<file path="config.mk">
export PLATFORM = sky130hd
export DESIGN_NAME = fbla_ram
export DESIGN_NICKNAME = d
export VERILOG_FILES = /design/src/rtl/core/fbla_ram.sv
export SDC_FILE = /design/constraint.sdc
export NUM_CORES = 1
export LEC_CHECK = 0
export BUFFER_PORTS_ARGS = -buffer_cell sky130_fd_sc_hd__buf_2
export CAP_MARGIN = 20
export CORE_MARGIN = 2
export CORE_UTILIZATION = 55
export CTS_CLUSTER_SIZE = 12
export DETAILED_ROUTE_END_ITERATION = 12
export GPL_TIMING_DRIVEN = 0
export PLACE_DENSITY = 0.7
export SYNTH_ARGS = -nofsm -noshare
export SYNTH_HDL_FRONTEND = slang
export SYNTH_SLANG_ARGS = --single-unit
</file>
<file path="constraint.sdc">
create_clock -name clk -period 2.5 [get_ports clk]
set_clock_uncertainty 0.15 [all_clocks]
set_input_delay 0.375 -clock clk [delete_from_list [all_inputs] [get_ports clk]]
set_output_delay 0.375 -clock clk [all_outputs]
set_load 0.05 [all_outputs]
</file>
<file path="src/rtl/core/fbla_ram.sv">
// ----------------------------------------------------------------------------
// fbla_ram
// Generic single-clock RAM: one write port, one read port, registered read.
// ----------------------------------------------------------------------------
`default_nettype none

module fbla_ram #(
  parameter int WIDTH = 8,
  parameter int DEPTH = 16
) (
  input  wire logic                     clk,
  input  wire logic                     we,
  input  wire logic [$clog2(DEPTH)-1:0] waddr,
  input  wire logic [WIDTH-1:0]         wdata,
  input  wire logic [$clog2(DEPTH)-1:0] raddr,
  output logic      [WIDTH-1:0]         rdata
);

  logic [WIDTH-1:0] mem [DEPTH];

  // Write, then register the read data
  always_ff @(posedge clk) begin
    if (we) begin
      mem[waddr] <= wdata;
    end
    rdata <= mem[raddr];
  end

endmodule : fbla_ram

`default_nettype wire

</file>
# After elaboration in Yosys (flattened, before gate mapping)
# Memory sizes are Yosys's and may differ from the RTL's. A register that Yosys moved wholly into a read port is not among the register bits.
# Index checks and enable logic that the tools add are counted.
dict set report op_classes {
  add_sub_neg 0
  mul 0
  div 0
  magnitude_cmp 0
  n_eq_ne 0
  n_shift 0
  mux 2
  bitwise 0
  reduce_logical 0
}
# cell count
set op_table {}
lappend op_table {{1-bit two-way mux} 2}
dict set report word_totals {
  regBits 0
  latchBits 0
  mem_bits_rw 128
  mem_bits_ro 0
  in_bits 18
  output_inout_bits 8
  word_cells 3
  mem_count 1
}
# name words word_bits rd rd_ports_with_merged_regs wr line
set memory_table {}
lappend memory_table {mem 16 8 1 1 1 19} ;# logic [WIDTH-1:0] mem [DEPTH];

# Depth between registers and ports, before layout
dict set report depth {
  word_depth 2
  depth_mapped 5
  depth_no_buf 3
}

# Worst setup path before layout
# Ideal clock, no wire load.
dict set report synth_timing {
  path_kind {input -> register}
  from {input waddr[2]}
  to {memory mem[0][0], enable pin}
  setup_time_ps 383
  arrival_time_ps 1485
  required_time_ps 1967
  setup_slack_ps 482
  path_stages 2
  n_path_buf 0
  path_cell_list {or3b_2 nor3_1}
}
# item line
set synth_rtl {}
lappend synth_rtl {{start: declaration} 13} ;# input wire logic [$clog2(DEPTH)-1:0] waddr,
lappend synth_rtl {{end: declaration} 19}
# Straight into the memory's write port.

# Final worst setup path
dict set report layout_timing {
  from {input waddr[2]}
  to {memory mem[0][6], enable pin}
}
# Straight into the memory's write port.

==> impl_metrics.tcl <==
set metrics [dict create \
    outcome "complete, no violations" \
    p_clk_frac 0.489 \
    post_drt_wl_per_cell_um 23.9 \
    final_nets 294 \
    cts_tree "done" \
    postCtsSetupBuffers 0 \
    fill_cells 574 \
    clkLatencyLatePin_ps 520 \
    layout_min_cycle_time_ps 1710 \
    tritoncts_num_sinks 136 \
    p_per_area_nw_per_um2 916 \
    p_sw_w 0.00109 \
    required_ps 2570 \
    drive_gt1_frac 0.306 \
    p_comb_frac 0.052 \
    r2r-start "mem[6][1]" \
    hold_buffers 0 \
    antenna_found_initial 0 \
    worstRegToRegCells 3 \
    synth_cell_types 19 \
    switching_share 0.195 \
    syn_nets 247 \
    antenna-diode-count 0 \
    synth_compound_area_frac 0.0233 \
    drt-pass1-iter-count 4 \
    syn_inst 229 \
    die-area_um2 10100 \
    cap_viol_max_count 0 \
    yosys.area_share.simple 0.0318 \
    startpoint "waddr[2]" \
    ant_nets 0 \
    crit_type "input port to flip-flop" \
    r2r_slack_ps 950 \
    synthAdderAreaFrac 0 \
    cts_max_path_buffers 2 \
    finalSetupViolCount 0 \
    ys_seq_area_frac 0.778 \
    slew_violations 0 \
    yosysWarnings 0 \
    layout_commonest_cell "edfxtp_1" \
    start_util 0.562 \
    grt_pass1_vias 2388 \
    cp_max_fo 6 \
    die_h_um 101 \
    endpoint "mem[0][6]" \
    timing.final.crit_share 0.684 \
    final_util 0.665 \
    via_count 2383 \
    routed_wl_um 9520 \
    cts_made_buffers 17 \
    drt_iter0_markers 281 \
    final_area_um2 6090 \
    clkSlewWorstSetupHoldPaths_ps 60 \
    dpl_cell_area_um2 5430 \
    ir_drop_v 0.000517 \
    cellLeakagePower_nw 2.08 \
    cp-end-kind "flip-flop" \
    io_buffer_count 24 \
    h-tree-depth 4 \
    overflow 0 \
    muxShareOfSynthArea 0.150 \
    synth-seq-cells 136 \
    p_int_w 0.00449 \
    routabilityCongestion 0.670 \
    grt_first_pass_wirelength_um 14200 \
    drc_errors 0 \
    grt_max_degree 17 \
    syn_area_um2 5150 \
    die_x_um 101 \
    worst_pin_slew_ps 848 \
    vias_per_cell 5.97 \
    post-synth-top-area-cell "edfxtp_1" \
    grt_setup_unrepaired "false" \
    synth-xor-area-share 0 \
    mostFrequentLayoutCells "edfxtp_1 (128), buf_2 (28), mux4_2 (18)" \
    synth_top_family_by_area "multiplexers" \
    synth_top_area_frac 0.747 \
    area_growth_pct 18.3 \
    place_hpwl_um 5840 \
    grtUsageTotal 0.206 \
    synth_area_per_cell_um2 22.5 \
    worstSetupStartpointType "input port" \
    critPathArrivalTime_ps 1780 \
    fp-row-count 35 \
    hold_viol_final 0 \
    ios 26 \
    clock.fmax_mhz 585 \
    relSlewSlack 0.433 \
    r2r-end "rdata[1]" \
    p_seq_frac 0.459 \
    min_path_type "input port to flip-flop" \
    coreArea_um2 9150 \
    cts_resized 0 \
    synth_area_leaders "edfxtp_1 (75%), mux4_2 (7.9%), mux4_1 (7.1%)" \
    cts_root_buf "clkbuf_8" \
]
power by group through the flow:
stage	clock network, W	registers [W]	logic, W
6_report	0.00273	0.00256	0.000292
3_5_place_dp	0	0.00261	0.000293
2_1_floorplan	0	0.00266	0.000129
5_1_grt	0.00284	0.00257	0.000309
4_1_cts	0.00275	0.00256	0.000294
3_3_place_gp	0	0.00260	0.000286
worst max-delay path: stages:
cell	delay, ps
buf_2	110
or3b_2	530
nor3_1	450
buf_2	310
layer usage:
metal / GRT usage / up-vias / wire length, um
li1: - / 1066 / -
met1: 0.297 / 1214 / 4120
met2: 0.309 / 88 / 4670
met3: 0.0520 / 15 / 568
met4: 0.0811 / 0 / 161
met5: 0 / - / 0
layout make-up:
| class | count | area (um2) | share of cell area |
|---|---|---|---|
| sequential | 136 | 4000 | 0.658 |
| timing repair buffer | 28 | 148 | 0.0243 |
| clock inverter | 13 | 225 | 0.0370 |
| buffer | 10 | 86.3 | 0.0142 |
| tap | 111 | 139 | 0.0228 |
| multi-input combinational | 83 | 1060 | 0.174 |
| clock buffer | 18 | 428 | 0.0703 |
synth_stat cells:
cell type,count
nor3_1,4
nor2_1,13
clkdlybuf4s25_2,3
or3b_2,1
nand2b_1,2
nor2b_1,1
nand3b_1,2
and2_1,1
edfxtp_1,128
buf_4,1
buf_6,3
nand3_1,1
mux4_2,18
mux4_1,14
buf_2,3
dfxtp_1,8
and2b_1,1
a22oi_1,16
nand2_1,9
kinds of logic (layout without fill, tap and decap cells):
kind of cell | count (synthesis) | count (layout)
multiplexers | 32 | 32
AND/OR/NAND/NOR | 35 | 35
buffers and inverters | 10 | 69
AO/OA/AOI/OAI | 16 | 16
flip-flops | 136 | 136
how the worst min path moves through the flow:
stage                     depth (start not counted)        from  slack (ps)   endpoint
after global placement                            3  mem[11][3]         510   rdata[3]
after detailed placement                          3  mem[11][3]         520   rdata[3]
after CTS                                         1    wdata[6]          90  mem[1][6]
final                                             1    wdata[6]         110  mem[1][6]
after global routing                              1    wdata[6]         100  mem[1][6]
after floorplan                                   0    wdata[0]         320  mem[0][0]
state kept, by name, indices dropped and copies added, names as in the netlist:
signal / flops
mem: 128
rdata: 8
per-stage QoR:
step | std cells | setup slack [ps] | total power (W) | hold WS (ps) | setup TNS [ps]
after floorplan | 229 | 482 | 0.00279 | 324 | 0
after global placement | 364 | -89.1 | 0.00289 | 506 | -710
after detailed placement | 368 | 270 | 0.00290 | 517 | 0
after CTS | 399 | 809 | 0.00560 | 94.1 | 0
after global routing | 399 | 735 | 0.00572 | 102 | 0
final | 399 | 789 | 0.00558 | 108 | 0
(Power assumes the default switching activity.)
